===== src/hw/rtl/mlfq_pkg.sv =====
package mlfq_pkg;

  // Field and register widths
  localparam int OP_W      = 2;
  localparam int PID_IN_W  = 5;
  localparam int USAGE_W   = 8;
  localparam int STATUS_W  = 3;
  localparam int LVL_W     = 2;
  localparam int TIME_W    = 33;
  localparam int BASE_W    = 30;
  localparam int SPAWN_W   = 10;
  localparam int CFG_IDX_W = 1;
  localparam int CFG_W     = BASE_W;

  localparam int NUM_QUEUES   = 4;
  localparam int NUM_PIDS_DEF = 32;

  // Reset values of the registers
  localparam logic [BASE_W-1:0]  BASE_RESET  = BASE_W'(10000000);
  localparam logic [SPAWN_W-1:0] SPAWN_RESET = SPAWN_W'(20);

  // Percent scaling: x/100 as (x * DIV_MAGIC) >> DIV_SHIFT, exact for x < 2^32
  localparam int PERCENT   = 100;
  localparam int DIV_W     = 24;
  localparam int DIV_SHIFT = 37;
  localparam int DIV_PW    = DIV_SHIFT + DIV_W;
  localparam logic [DIV_PW-1:0] DIV_MAGIC  = DIV_PW'(64'd1374389535);
  localparam logic [DIV_W-1:0]  DIV_RESET  = DIV_W'(10000000 / PERCENT);
  localparam logic [USAGE_W-1:0] USAGE_FULL = USAGE_W'(PERCENT);

  localparam int BP_W = USAGE_W + DIV_W;
  localparam logic [TIME_W-1:0] TIME_MAX = TIME_W'(64'd8589934584);

  // Queue levels
  localparam logic [LVL_W-1:0] LVL_RR   = 2'd0;
  localparam logic [LVL_W-1:0] LVL_FIRST = 2'd1;
  localparam logic [LVL_W-1:0] LVL_LAST = 2'd3;

  // Configuration register indexes
  localparam logic [CFG_IDX_W-1:0] REG_BASE_QUANTUM = 1'd0;
  localparam logic [CFG_IDX_W-1:0] REG_MAX_SPAWNS   = 1'd1;

  typedef enum logic [OP_W-1:0] {
    OP_SPAWN    = 2'd0,
    OP_UNBLOCK  = 2'd1,
    OP_DISPATCH = 2'd2,
    OP_REPORT   = 2'd3
  } op_t;

  typedef enum logic [STATUS_W-1:0] {
    ST_QUEUED     = 3'd0,
    ST_DISPATCHED = 3'd1,
    ST_BLOCKED    = 3'd2,
    ST_TERMINATED = 3'd3,
    ST_REFUSED    = 3'd4,
    ST_IDLE       = 3'd5,
    ST_INVALID    = 3'd6
  } status_t;

  // Controller to datapath
  typedef struct packed {
    logic capture;
    logic commit;
  } mlfq_cmd_t;

  // Datapath to controller
  typedef struct packed {
    logic slot_free;
  } mlfq_sts_t;

endpackage


===== src/hw/rtl/mlfq_if.sv =====
interface mlfq_in_if import mlfq_pkg::*; ();
  logic                       valid;
  logic                       ready;
  logic [OP_W-1:0]            opcode;
  logic                       realtime_req;
  logic [PID_IN_W-1:0]        pid;
  logic signed [USAGE_W-1:0]  usage;

  modport source (output valid, opcode, realtime_req, pid, usage, input ready);
  modport sink (input valid, opcode, realtime_req, pid, usage, output ready);
endinterface

interface mlfq_out_if import mlfq_pkg::*; ();
  logic                 valid;
  logic                 ready;
  logic [STATUS_W-1:0]  status;
  logic [PID_IN_W-1:0]  pid_res;
  logic [LVL_W-1:0]     level;
  logic [TIME_W-1:0]    quantum_ns;
  logic [TIME_W-1:0]    burst_ns;

  modport source (output valid, status, pid_res, level, quantum_ns, burst_ns, input ready);
  modport sink (input valid, status, pid_res, level, quantum_ns, burst_ns, output ready);
endinterface


===== src/hw/rtl/mlfq_ctrl.sv =====
module mlfq_ctrl import mlfq_pkg::*; (
  input  logic      clk,
  input  logic      rst,
  input  logic      in_valid,
  output logic      in_ready,
  input  mlfq_sts_t sts,
  output mlfq_cmd_t cmd
);

  typedef enum logic {
    S_IDLE,
    S_EXEC
  } state_t;

  state_t state;

  // Take a beat in idle, commit it once the output slot is free
  assign cmd.capture = in_valid & in_ready;
  assign cmd.commit  = (state == S_EXEC) & sts.slot_free;

  // Hold state and the ready flag
  always_ff @(posedge clk) begin
    if (rst) begin
      state    <= S_IDLE;
      in_ready <= 1'b1;
    end else begin
      unique case (state)
        S_IDLE: begin
          if (in_valid) begin
            state    <= S_EXEC;
            in_ready <= 1'b0;
          end
        end
        S_EXEC: begin
          if (sts.slot_free) begin
            state    <= S_IDLE;
            in_ready <= 1'b1;
          end
        end
        default: begin
          state    <= S_IDLE;
          in_ready <= 1'b1;
        end
      endcase
    end
  end

endmodule


===== src/hw/rtl/mlfq_dp.sv =====
module mlfq_dp import mlfq_pkg::*; #(
  parameter int NUM_PIDS = NUM_PIDS_DEF
) (
  input  logic                      clk,
  input  logic                      rst,
  input  mlfq_cmd_t                 cmd,
  output mlfq_sts_t                 sts,
  input  logic                      cfg_we,
  input  logic [CFG_IDX_W-1:0]      cfg_index,
  input  logic [CFG_W-1:0]          cfg_data,
  input  logic [OP_W-1:0]           opcode,
  input  logic                      realtime_req,
  input  logic [PID_IN_W-1:0]       pid,
  input  logic signed [USAGE_W-1:0] usage,
  output logic                      out_valid,
  input  logic                      out_ready,
  output logic [STATUS_W-1:0]       status,
  output logic [PID_IN_W-1:0]       pid_res,
  output logic [LVL_W-1:0]          level,
  output logic [TIME_W-1:0]         quantum_ns,
  output logic [TIME_W-1:0]         burst_ns
);

  localparam int PW   = $clog2(NUM_PIDS);
  localparam int CW   = PW + 1;
  localparam int QW   = $clog2(NUM_QUEUES);
  localparam int FD   = NUM_QUEUES << PW;
  localparam int LD   = 1 << PW;
  localparam int SH_W = BP_W + 3;
  localparam logic [PW-1:0] PID_LAST = PW'(NUM_PIDS - 1);
  localparam logic [CW-1:0] CNT_FULL = CW'(NUM_PIDS);

  // Configuration
  logic [BASE_W-1:0]  base_quantum;
  logic [SPAWN_W-1:0] max_spawns;
  logic [DIV_W-1:0]   base_div;
  logic [DIV_PW-1:0]  div_full;

  // Scheduler state
  logic [NUM_PIDS-1:0] free_map;
  logic [NUM_PIDS-1:0] blocked_map;
  logic [SPAWN_W-1:0]  spawn_count;
  logic                run_valid;
  logic [PW-1:0]       run_pid;
  logic [LVL_W-1:0]    run_level;
  logic [PW-1:0]       q_head  [NUM_QUEUES];
  logic [PW-1:0]       q_tail  [NUM_QUEUES];
  logic [CW-1:0]       q_count [NUM_QUEUES];
  logic [PW-1:0]       fifo_mem [FD];
  logic [LVL_W-1:0]    lvl_mem  [LD];

  // Captured beat and read data
  op_t                 op_q;
  logic                rt_q;
  logic [PID_IN_W-1:0] pin_q;
  logic [USAGE_W-1:0]  u_q;
  logic [PW-1:0]       fifo_rd;
  logic [LVL_W-1:0]    lvl_rd;
  logic [BP_W-1:0]     burst_prod;

  // Combinational helpers
  logic [QW-1:0]          qsel;
  logic                   q_any;
  logic                   found;
  logic [PW-1:0]          free_idx;
  logic [PW+PID_IN_W-1:0] in_ext;
  logic [PW+PID_IN_W-1:0] pq_ext;
  logic [PW-1:0]          in_idx;
  logic [PW-1:0]          pq_idx;
  logic                   pq_ok;
  logic [USAGE_W-1:0]     mag;
  logic [SH_W-1:0]        burst_shift;
  logic [TIME_W-1:0]      burst_sat;

  // Commit decisions
  status_t          res_status;
  logic [PW-1:0]    res_pid;
  logic [LVL_W-1:0] res_level;
  logic [TIME_W-1:0] res_quantum;
  logic [TIME_W-1:0] res_burst;
  logic [PW-1:0]    act_pid;
  logic             push_en;
  logic [QW-1:0]    push_q;
  logic             pop_en;
  logic             lvl_we;
  logic             free_clr;
  logic             free_set;
  logic             blk_clr;
  logic             blk_set;
  logic             spawn_inc;
  logic             run_start;
  logic             run_stop;
  logic [PW+PID_IN_W-1:0] res_ext;

  // Fit pids between the 5-bit fields and the internal width
  assign in_ext  = {{PW{1'b0}}, pid};
  assign pq_ext  = {{PW{1'b0}}, pin_q};
  assign in_idx  = in_ext[PW-1:0];
  assign pq_idx  = pq_ext[PW-1:0];
  assign pq_ok   = 32'(pin_q) < 32'(NUM_PIDS);
  assign mag     = usage[USAGE_W-1] ? USAGE_W'(-usage) : USAGE_W'(usage);
  assign div_full = DIV_PW'(cfg_data) * DIV_MAGIC;

  // Pick the first non-empty queue
  always_comb begin
    qsel  = '0;
    q_any = 1'b0;
    for (int i = NUM_QUEUES - 1; i >= 0; i--) begin
      if (q_count[i] != '0) begin
        qsel  = QW'(i);
        q_any = 1'b1;
      end
    end
  end

  // Find the lowest free pid
  always_comb begin
    found    = 1'b0;
    free_idx = '0;
    for (int i = NUM_PIDS - 1; i >= 0; i--) begin
      if (free_map[i]) begin
        found    = 1'b1;
        free_idx = PW'(i);
      end
    end
  end

  // Scale the burst by the run level and clamp it
  assign burst_shift = SH_W'(burst_prod) << run_level;
  assign burst_sat   = (burst_shift > SH_W'(TIME_MAX)) ? TIME_MAX : burst_shift[TIME_W-1:0];

  // Decide the outcome of the captured beat
  always_comb begin
    res_status  = ST_INVALID;
    res_pid     = '0;
    res_level   = LVL_RR;
    res_quantum = '0;
    res_burst   = '0;
    act_pid     = run_pid;
    push_en     = 1'b0;
    push_q      = '0;
    pop_en      = 1'b0;
    lvl_we      = 1'b0;
    free_clr    = 1'b0;
    free_set    = 1'b0;
    blk_clr     = 1'b0;
    blk_set     = 1'b0;
    spawn_inc   = 1'b0;
    run_start   = 1'b0;
    run_stop    = 1'b0;
    unique case (op_q)
      OP_SPAWN: begin
        if (!found || spawn_count >= max_spawns) begin
          res_status = ST_REFUSED;
        end else begin
          act_pid    = free_idx;
          res_pid    = free_idx;
          res_level  = rt_q ? LVL_RR : LVL_FIRST;
          res_status = ST_QUEUED;
          free_clr   = 1'b1;
          blk_clr    = 1'b1;
          lvl_we     = 1'b1;
          push_en    = 1'b1;
          push_q     = QW'(res_level);
          spawn_inc  = 1'b1;
        end
      end
      OP_UNBLOCK: begin
        res_pid = pq_idx;
        act_pid = pq_idx;
        if (pq_ok && blocked_map[pq_idx]) begin
          res_level  = (lvl_rd == LVL_RR) ? LVL_RR : LVL_FIRST;
          res_status = ST_QUEUED;
          blk_clr    = 1'b1;
          lvl_we     = 1'b1;
          push_en    = 1'b1;
          push_q     = QW'(res_level);
        end
      end
      OP_DISPATCH: begin
        if (run_valid) begin
          res_pid = run_pid;
        end else if (q_any) begin
          res_pid     = fifo_rd;
          res_level   = LVL_W'(qsel);
          res_quantum = TIME_W'(base_quantum) << qsel;
          res_status  = ST_DISPATCHED;
          pop_en      = 1'b1;
          run_start   = 1'b1;
        end else begin
          res_status = ST_IDLE;
        end
      end
      OP_REPORT: begin
        if (run_valid) begin
          res_pid   = run_pid;
          res_burst = burst_sat;
          run_stop  = 1'b1;
          if (u_q == USAGE_FULL) begin
            res_level  = (run_level == LVL_RR || run_level == LVL_LAST) ?
                         run_level : run_level + 2'd1;
            res_status = ST_QUEUED;
            lvl_we     = 1'b1;
            push_en    = 1'b1;
            push_q     = QW'(res_level);
          end else if (u_q[USAGE_W-1]) begin
            res_level  = (run_level == LVL_RR) ? LVL_RR : LVL_FIRST;
            res_status = ST_BLOCKED;
            lvl_we     = 1'b1;
            blk_set    = 1'b1;
          end else begin
            res_level  = run_level;
            res_status = ST_TERMINATED;
            free_set   = 1'b1;
            blk_clr    = 1'b1;
          end
        end
      end
      default: res_status = ST_INVALID;
    endcase
  end

  // Capture the beat, issue the memory reads and the burst multiply
  always_ff @(posedge clk) begin
    if (cmd.capture) begin
      op_q       <= op_t'(opcode);
      rt_q       <= realtime_req;
      pin_q      <= pid;
      u_q        <= usage;
      fifo_rd    <= fifo_mem[{qsel, q_head[qsel]}];
      lvl_rd     <= lvl_mem[in_idx];
      burst_prod <= BP_W'(mag) * BP_W'(base_div);
    end
  end

  // Write the queue and level memories
  always_ff @(posedge clk) begin
    if (cmd.commit && push_en && q_count[push_q] < CNT_FULL) begin
      fifo_mem[{push_q, q_tail[push_q]}] <= act_pid;
    end
    if (cmd.commit && lvl_we) begin
      lvl_mem[act_pid] <= res_level;
    end
  end

  // Update configuration and scheduler state
  always_ff @(posedge clk) begin
    if (rst) begin
      base_quantum <= BASE_RESET;
      max_spawns   <= SPAWN_RESET;
      base_div     <= DIV_RESET;
      free_map     <= '1;
      blocked_map  <= '0;
      spawn_count  <= '0;
      run_valid    <= 1'b0;
      run_pid      <= '0;
      run_level    <= LVL_RR;
      for (int i = 0; i < NUM_QUEUES; i++) begin
        q_head[i]  <= '0;
        q_tail[i]  <= '0;
        q_count[i] <= '0;
      end
    end else begin
      if (cfg_we) begin
        unique case (cfg_index)
          REG_BASE_QUANTUM: begin
            base_quantum <= cfg_data;
            base_div     <= div_full[DIV_SHIFT +: DIV_W];
          end
          REG_MAX_SPAWNS: max_spawns <= cfg_data[SPAWN_W-1:0];
          default: ;
        endcase
      end
      if (cmd.commit) begin
        if (free_clr) free_map[act_pid] <= 1'b0;
        if (free_set) free_map[act_pid] <= 1'b1;
        if (blk_clr) blocked_map[act_pid] <= 1'b0;
        if (blk_set) blocked_map[act_pid] <= 1'b1;
        if (spawn_inc) spawn_count <= spawn_count + 1'b1;
        if (run_start) begin
          run_valid <= 1'b1;
          run_pid   <= fifo_rd;
          run_level <= LVL_W'(qsel);
        end
        if (run_stop) run_valid <= 1'b0;
        if (push_en && q_count[push_q] < CNT_FULL) begin
          q_tail[push_q]  <= (q_tail[push_q] == PID_LAST) ? '0 : q_tail[push_q] + 1'b1;
          q_count[push_q] <= q_count[push_q] + 1'b1;
        end
        if (pop_en) begin
          q_head[qsel]  <= (q_head[qsel] == PID_LAST) ? '0 : q_head[qsel] + 1'b1;
          q_count[qsel] <= q_count[qsel] - 1'b1;
        end
      end
    end
  end

  // Hold the result until the sink takes it
  assign res_ext = {{PID_IN_W{1'b0}}, res_pid};

  always_ff @(posedge clk) begin
    if (rst) begin
      out_valid <= 1'b0;
    end else if (cmd.commit) begin
      out_valid <= 1'b1;
    end else if (out_ready) begin
      out_valid <= 1'b0;
    end
  end

  // Unblock echoes the pid field as given, even when it is out of range
  always_ff @(posedge clk) begin
    if (cmd.commit) begin
      status     <= res_status;
      pid_res    <= (op_q == OP_UNBLOCK) ? pin_q : res_ext[PID_IN_W-1:0];
      level      <= res_level;
      quantum_ns <= res_quantum;
      burst_ns   <= res_burst;
    end
  end

  assign sts.slot_free = !out_valid || out_ready;

endmodule


===== src/hw/rtl/mlfq_process_scheduler_unit.sv =====
// Channel  Dir  Handshake      Payload
// in_ch    in   valid/ready    opcode, realtime_req, pid, usage
// out_ch   out  valid/ready    status, pid_res, level, quantum_ns, burst_ns
// cfg      in   cfg_we only    cfg_index, cfg_data
//
// Each event is taken in S_IDLE, where the beat is captured and the queue
// memory, the level memory and the burst multiplier are read; S_EXEC commits it.
// A finished result sits in the output register; the next beat is taken
// while it waits, and its commit stalls until the result is taken.
// Synchronous reset clears the maps, queue pointers and counters at once.
module mlfq_process_scheduler_unit import mlfq_pkg::*; #(
  parameter int NUM_PIDS = NUM_PIDS_DEF
) (
  input  logic                 clk,
  input  logic                 rst,
  mlfq_in_if.sink              in_ch,
  mlfq_out_if.source           out_ch,
  input  logic                 cfg_we,
  input  logic [CFG_IDX_W-1:0] cfg_index,
  input  logic [CFG_W-1:0]     cfg_data
);

  mlfq_cmd_t cmd;
  mlfq_sts_t sts;

  mlfq_ctrl u_ctrl (
    .clk      (clk),
    .rst      (rst),
    .in_valid (in_ch.valid),
    .in_ready (in_ch.ready),
    .sts      (sts),
    .cmd      (cmd)
  );

  mlfq_dp #(
    .NUM_PIDS (NUM_PIDS)
  ) u_dp (
    .clk          (clk),
    .rst          (rst),
    .cmd          (cmd),
    .sts          (sts),
    .cfg_we       (cfg_we),
    .cfg_index    (cfg_index),
    .cfg_data     (cfg_data),
    .opcode       (in_ch.opcode),
    .realtime_req (in_ch.realtime_req),
    .pid          (in_ch.pid),
    .usage        (in_ch.usage),
    .out_valid    (out_ch.valid),
    .out_ready    (out_ch.ready),
    .status       (out_ch.status),
    .pid_res      (out_ch.pid_res),
    .level        (out_ch.level),
    .quantum_ns   (out_ch.quantum_ns),
    .burst_ns     (out_ch.burst_ns)
  );

endmodule


===== src/flat_wrapper.sv =====
// flat-port wrapper written by rule: the top's interface ports become plain ports
module mlfq_process_scheduler_unit_flat import mlfq_pkg::*;
#(
  parameter int NUM_PIDS = NUM_PIDS_DEF
)
  (clk, rst, cfg_we, cfg_index, cfg_data, in_ch_valid, in_ch_opcode, in_ch_realtime_req, in_ch_pid, in_ch_usage, in_ch_ready, out_ch_valid, out_ch_status, out_ch_pid_res, out_ch_level, out_ch_quantum_ns, out_ch_burst_ns, out_ch_ready);
  mlfq_in_if in_ch_i ();
  mlfq_out_if out_ch_i ();
  input  logic clk;
  input  logic rst;
  input  logic cfg_we;
  input  logic [CFG_IDX_W-1:0] cfg_index;
  input  logic [CFG_W-1:0] cfg_data;
  input wire logic [$bits(in_ch_i.valid)-1:0] in_ch_valid;
  input wire logic [$bits(in_ch_i.opcode)-1:0] in_ch_opcode;
  input wire logic [$bits(in_ch_i.realtime_req)-1:0] in_ch_realtime_req;
  input wire logic [$bits(in_ch_i.pid)-1:0] in_ch_pid;
  input wire logic [$bits(in_ch_i.usage)-1:0] in_ch_usage;
  output wire logic [$bits(in_ch_i.ready)-1:0] in_ch_ready;
  output wire logic [$bits(out_ch_i.valid)-1:0] out_ch_valid;
  output wire logic [$bits(out_ch_i.status)-1:0] out_ch_status;
  output wire logic [$bits(out_ch_i.pid_res)-1:0] out_ch_pid_res;
  output wire logic [$bits(out_ch_i.level)-1:0] out_ch_level;
  output wire logic [$bits(out_ch_i.quantum_ns)-1:0] out_ch_quantum_ns;
  output wire logic [$bits(out_ch_i.burst_ns)-1:0] out_ch_burst_ns;
  input wire logic [$bits(out_ch_i.ready)-1:0] out_ch_ready;
  assign in_ch_i.valid = in_ch_valid;
  assign in_ch_i.opcode = in_ch_opcode;
  assign in_ch_i.realtime_req = in_ch_realtime_req;
  assign in_ch_i.pid = in_ch_pid;
  assign in_ch_i.usage = in_ch_usage;
  assign in_ch_ready = in_ch_i.ready;
  assign out_ch_valid = out_ch_i.valid;
  assign out_ch_status = out_ch_i.status;
  assign out_ch_pid_res = out_ch_i.pid_res;
  assign out_ch_level = out_ch_i.level;
  assign out_ch_quantum_ns = out_ch_i.quantum_ns;
  assign out_ch_burst_ns = out_ch_i.burst_ns;
  assign out_ch_i.ready = out_ch_ready;
  mlfq_process_scheduler_unit #(.NUM_PIDS(NUM_PIDS)) u_core (.clk(clk), .rst(rst), .in_ch(in_ch_i), .out_ch(out_ch_i), .cfg_we(cfg_we), .cfg_index(cfg_index), .cfg_data(cfg_data));
endmodule

===== config.mk =====
export PLATFORM = sky130hd
export DESIGN_NAME = mlfq_process_scheduler_unit_flat
export DESIGN_NICKNAME = d
export VERILOG_FILES = /design/src/hw/rtl/mlfq_pkg.sv /design/src/hw/rtl/mlfq_if.sv /design/src/hw/rtl/mlfq_ctrl.sv /design/src/hw/rtl/mlfq_dp.sv /design/src/hw/rtl/mlfq_process_scheduler_unit.sv /design/src/flat_wrapper.sv
export SDC_FILE = /design/constraint.sdc
export NUM_CORES = 2
export LEC_CHECK = 0
export ABC_CLOCK_PERIOD_IN_PS = 9330
export BUFFER_PORTS_ARGS = -buffer_cell sky130_fd_sc_hd__buf_2
export CAP_MARGIN = 20
export CORE_MARGIN = 5
export CORE_UTILIZATION = 55
export DETAILED_ROUTE_END_ITERATION = 10
export GPL_TIMING_DRIVEN = 0
export PLACE_DENSITY = 0.69
export SETUP_SLACK_MARGIN = 0.4
export SLEW_MARGIN = 10
export SYNTH_ARGS = -nofsm -noshare
export SYNTH_HDL_FRONTEND = slang
export SYNTH_SLANG_ARGS = --single-unit

===== constraint.sdc =====
create_clock -name clk -period 9.33 [get_ports clk]
set_clock_uncertainty 0.05 [all_clocks]
set_input_delay 0.4665 -clock clk [delete_from_list [all_inputs] [get_ports clk]]
set_output_delay 0.4665 -clock clk [all_outputs]
set_load 0.01 [all_outputs]

==> flow_metrics.py <==
metrics = {
    "route": {
        "firstDrtPassIters": 6,
        "vias": 47020,
        "drt-vias-per-instance": 6.226,
        "first_iter_violations": 6545,
        "wl_mm": 204.5,
        "drc": 0,
        "drt-wirelength-per-cell_um": 27.08,
        "antenna_left": 0,
    },
    "clocking": {
        "h-tree-depth": 3,
        "clock_path_buffers": 3,
        "clockRootBuffer": "clkbuf_16",
        "cts_buffers": 109,
        "clk_latency_ps": 730,
        "postCtsResizedCells": 0,
        "cts_setup_buffers": 0,
        "clkTransAtPathRegs_ps": 60,
        "cts_tree": "yes",
        "hold_buffers": 15,
        "cts_sinks": 1048,
    },
    "sta": {
        "slew_violations": 0,
        "fin_crit_sh_pct": 86.45,
        "slew_headroom_pct": 11.70,
        "fmax_mhz": 124.0,
        "holdWs_ps": 39.70,
        "setup_viol": 0,
        "tightest_slew_ps": 1325,
        "hold_viol_final": 0,
        "min_period_ps": 8066,
        "rsz0062_at_grt": "no",
    },
    "worst_setup_path": {
        "reg2regPathDepth": 14,
        "path_class": "input pin to register",
        "path_max_fanout": 8,
        "cp-startpoint": "cfg_data[6]",
        "required_ps": 9860,
        "cp.arrival_ps": 8590,
        "endpoint_kind": "register",
        "reg2reg_slack_ps": 2780,
        "start_kind": "input pin",
        "timing.rr.end": "u_core.u_dp.fifo_rd[0]",
        "worstReg2RegStart": "u_core.u_dp.q_count[1][1]",
    },
    "worst_hold_path": {
        "hold_end": "u_core.u_dp.out_valid",
        "hp-start": "out_ch_ready",
        "hold_path_depth": 3,
        "worstHoldPathType": "input pin to register",
    },
    "yosys": {
        "ys_seq_elements": 1048,
        "synth.net_count": 6585,
        "muxShareOfSynthArea_pct": 4.104,
        "synth_compound_area_share_pct": 9.348,
        "async_flop_share_pct": 0,
        "synth-edff-count": 899,
        "syn_area_per_cell_um2": 11.44,
        "yosys.area_share.xor_xnor_pct": 1.030,
        "ys_warn_count": 0,
        "synth_cells": 5652,
        "synth_top_area_share_pct": 41.77,
        "yosys_most_used_dff": "edfxtp_1",
        "synth_simple_gate_area_share_pct": 10.89,
        "synthTopCellsByArea": "edfxtp_1, fa_1, ha_1",
        "synth_area_leader_cell": "edfxtp_1",
        "synth_top_family_by_area": "adder cells",
        "syn-cell-area_um2": 64630,
        "ys_types": 96,
        "yosysSeqAreaShare_pct": 46.38,
        "synth_adder_area_share_pct": 22.43,
    },
    "grt": {
        "grt_usage_pct": 32.40,
        "overflow": 0,
        "antenna_found_initial": 6,
        "grt_start_max_net_pins": 77,
        "grt_pass1_wl_mm": 300.7,
        "grt_pass1_vias": 46710,
    },
    "die": {
        "die_area_um2": 124500,
        "rows": 125,
        "ioPinCount": 130,
        "die_w_um": 352.8,
        "coreArea_um2": 116500,
        "die_h_um": 352.8,
        "start_util_pct": 55.47,
    },
    "place": {
        "dp_hpwl_mm": 152.2,
        "place_congestion": 1.015,
        "io_buffers": 129,
        "dp.cells": 7324,
    },
    "finish": {
        "area_growth_pct": 10.58,
        "fin_cells": 7552,
        "nNetsFinal": 6860,
        "drive_above_1_share_pct": 8.250,
    },
    "power": {
        "vdd_drop_max_v": 0.0008073,
        "power_leakage_nw": 29.01,
        "powerDensity_nw_per_um2": 347.6,
    },
    "status": {
        "status": "complete, no violations",
    },
    "job": {
        "drv_cap": 0,
    },
}
==> where the power goes <==
group	internal, mW	switching, mW
sequential	5.36	0.0786
combinational	5.96	8.94
clock	2.58	1.92
total	13.9	10.9
==> final cells by class <==
| class | count | area, um2 |
|---|---|---|
| timing repair buffer | 164 | 1161 |
| clock buffer | 134 | 2895 |
| tap | 1524 | 1907 |
| clock inverter | 74 | 805.8 |
| buffer | 276 | 1157 |
| sequential | 1048 | 29980 |
| multi-input combinational | 3634 | 30940 |
| antenna | 4 | 10.01 |
| inverter | 694 | 2613 |
| fill | 9331 | 45050 |
==> synthesized netlist by cell type, types with 6 or more instances <==
master,instances
mux4_2,36
a211oi_1,98
a2111oi_0,6
a22o_1,7
buf_4,7
nor2_1,336
nand4_1,13
a221o_1,26
edfxtp_1,899
nor2b_1,79
o2111ai_1,7
dfxtp_1,149
o21bai_1,9
nand2b_1,40
nor3_1,44
buf_1,40
nand2_1,716
o22ai_1,45
a21o_1,42
o211ai_1,51
mux2i_1,154
or2_2,8
o21ai_0,144
o31ai_1,7
o221ai_1,32
clkbuf_1,168
buf_2,58
xnor2_1,44
xor2_1,32
a21oi_1,254
ha_1,418
a311oi_1,40
nand3_1,80
a32oi_1,6
a31oi_1,67
and2_1,38
mux2_2,24
and3_1,110
fa_1,463
or3_1,10
nor4_1,23
inv_1,690
o21a_1,6
a221oi_1,12
==> through the flow <==
step | total power [mW] | utilization, % | TNS (ps) | setup WS [ps] | instance area [um2]
floorplan | 15.94 | - | 0 | 2232 | 64630
global placement | 19.87 | 57.66 | -445840 | -2650 | 67180
detailed placement | 20.10 | 58.01 | 0 | 658.1 | 67600
CTS | 24.72 | 61.32 | 0 | 1331 | 71450
global route | 26.79 | 61.33 | 0 | 960.2 | 71460
finish | 24.84 | 61.34 | 0 | 1264 | 71470
==> state kept, by name, summed over array words and instances (netlist names), 3 cells and up, named ones only <==
| register | count |
|---|---|
| u_core.u_dp.status | 3 |
| u_core.u_dp.base_div | 24 |
| u_core.u_dp.fifo_mem | 640 |
| u_core.u_dp.u_q | 8 |
| u_core.u_dp.fifo_rd | 5 |
| u_core.u_dp.q_count | 24 |
| u_core.u_dp.burst_ns | 33 |
| u_core.u_dp.q_tail | 20 |
| u_core.u_dp.pin_q | 5 |
| u_core.u_dp.pid_res | 5 |
| u_core.u_dp.burst_prod | 32 |
| u_core.u_dp.quantum_ns | 33 |
| u_core.u_dp.base_quantum | 30 |
| u_core.u_dp.free_map | 32 |
| u_core.u_dp.max_spawns | 10 |
| u_core.u_dp.q_head | 20 |
| u_core.u_dp.run_pid | 5 |
| u_core.u_dp.spawn_count | 10 |
| u_core.u_dp.lvl_mem | 64 |
==> worst max-delay path, stage by stage <==
cell and delay (ps):
buf_2 270, fa_1 950, inv_1 130, fa_1 520, inv_1 40, ha_1 290
fa_1 510, inv_1 50, fa_1 450, fa_1 520, inv_1 70, fa_1 420
fa_1 410, ha_1 330, a21o_1 190, a221oi_1 310, o21ai_0 220, a221oi_1 540
a31oi_1 390, o41ai_1 470, o21ai_0 290, a21oi_1 300, o21bai_1 110, xnor2_1 160
a22o_1 200
==> routing by layer <==
layer,track usage (%),vias to the layer above,wire length [um]
li1,-,20330,-
met1,44.21,23380,79770
met2,49.72,2778,90890
met3,7.515,531,22670
met4,15.04,2,11140
met5,0,-,20
==> cells by family after synthesis <==
group                      Yosys count
AOI/OAI and AO/OA                  915
xor gates and xnor gates            76
adders and majority gates          881
buffers and inverters              970
DFF                               1048
muxes                              216
and+or+nand+nor                   1546
==> worst max-delay path by stage <==
stage / depth (start not counted) / slack, ps / end
after detailed placement: 27 / 660 / u_core.u_dp.base_div[23]
final: 25 / 1260 / u_core.u_dp.base_div[23]
after global placement: 12 / -2650 / u_core.u_dp.lvl_mem[17][1]
after global routing: 25 / 960 / u_core.u_dp.base_div[23]
after CTS: 24 / 1330 / u_core.u_dp.base_div[23]
after floorplan: 21 / 2230 / u_core.u_dp.base_div[23]
==> cell usage in the layout, fill, tap and decap left out, types with 36 or more instances in the layout <==
cell type and count:
mux4_2 36, o21ai_0 144, dfxtp_1 149, a31oi_1 67, nand2_1 715, nor2_1 336, a311oi_1 40, and3_1 110
a21oi_1 254, nor2b_1 79, buf_2 186, xnor2_1 44, buf_1 40, a211oi_1 98, fa_1 463, clkbuf_16 112
nand3_1 79, ha_1 418, nor3_1 43, nand2b_1 40, edfxtp_1 899, o211ai_1 51, and2_1 37, mux2i_1 154
inv_1 688, o22ai_1 45, clkbuf_1 189, a21o_1 41
No activity file was read; power rests on OpenSTA's default activity.
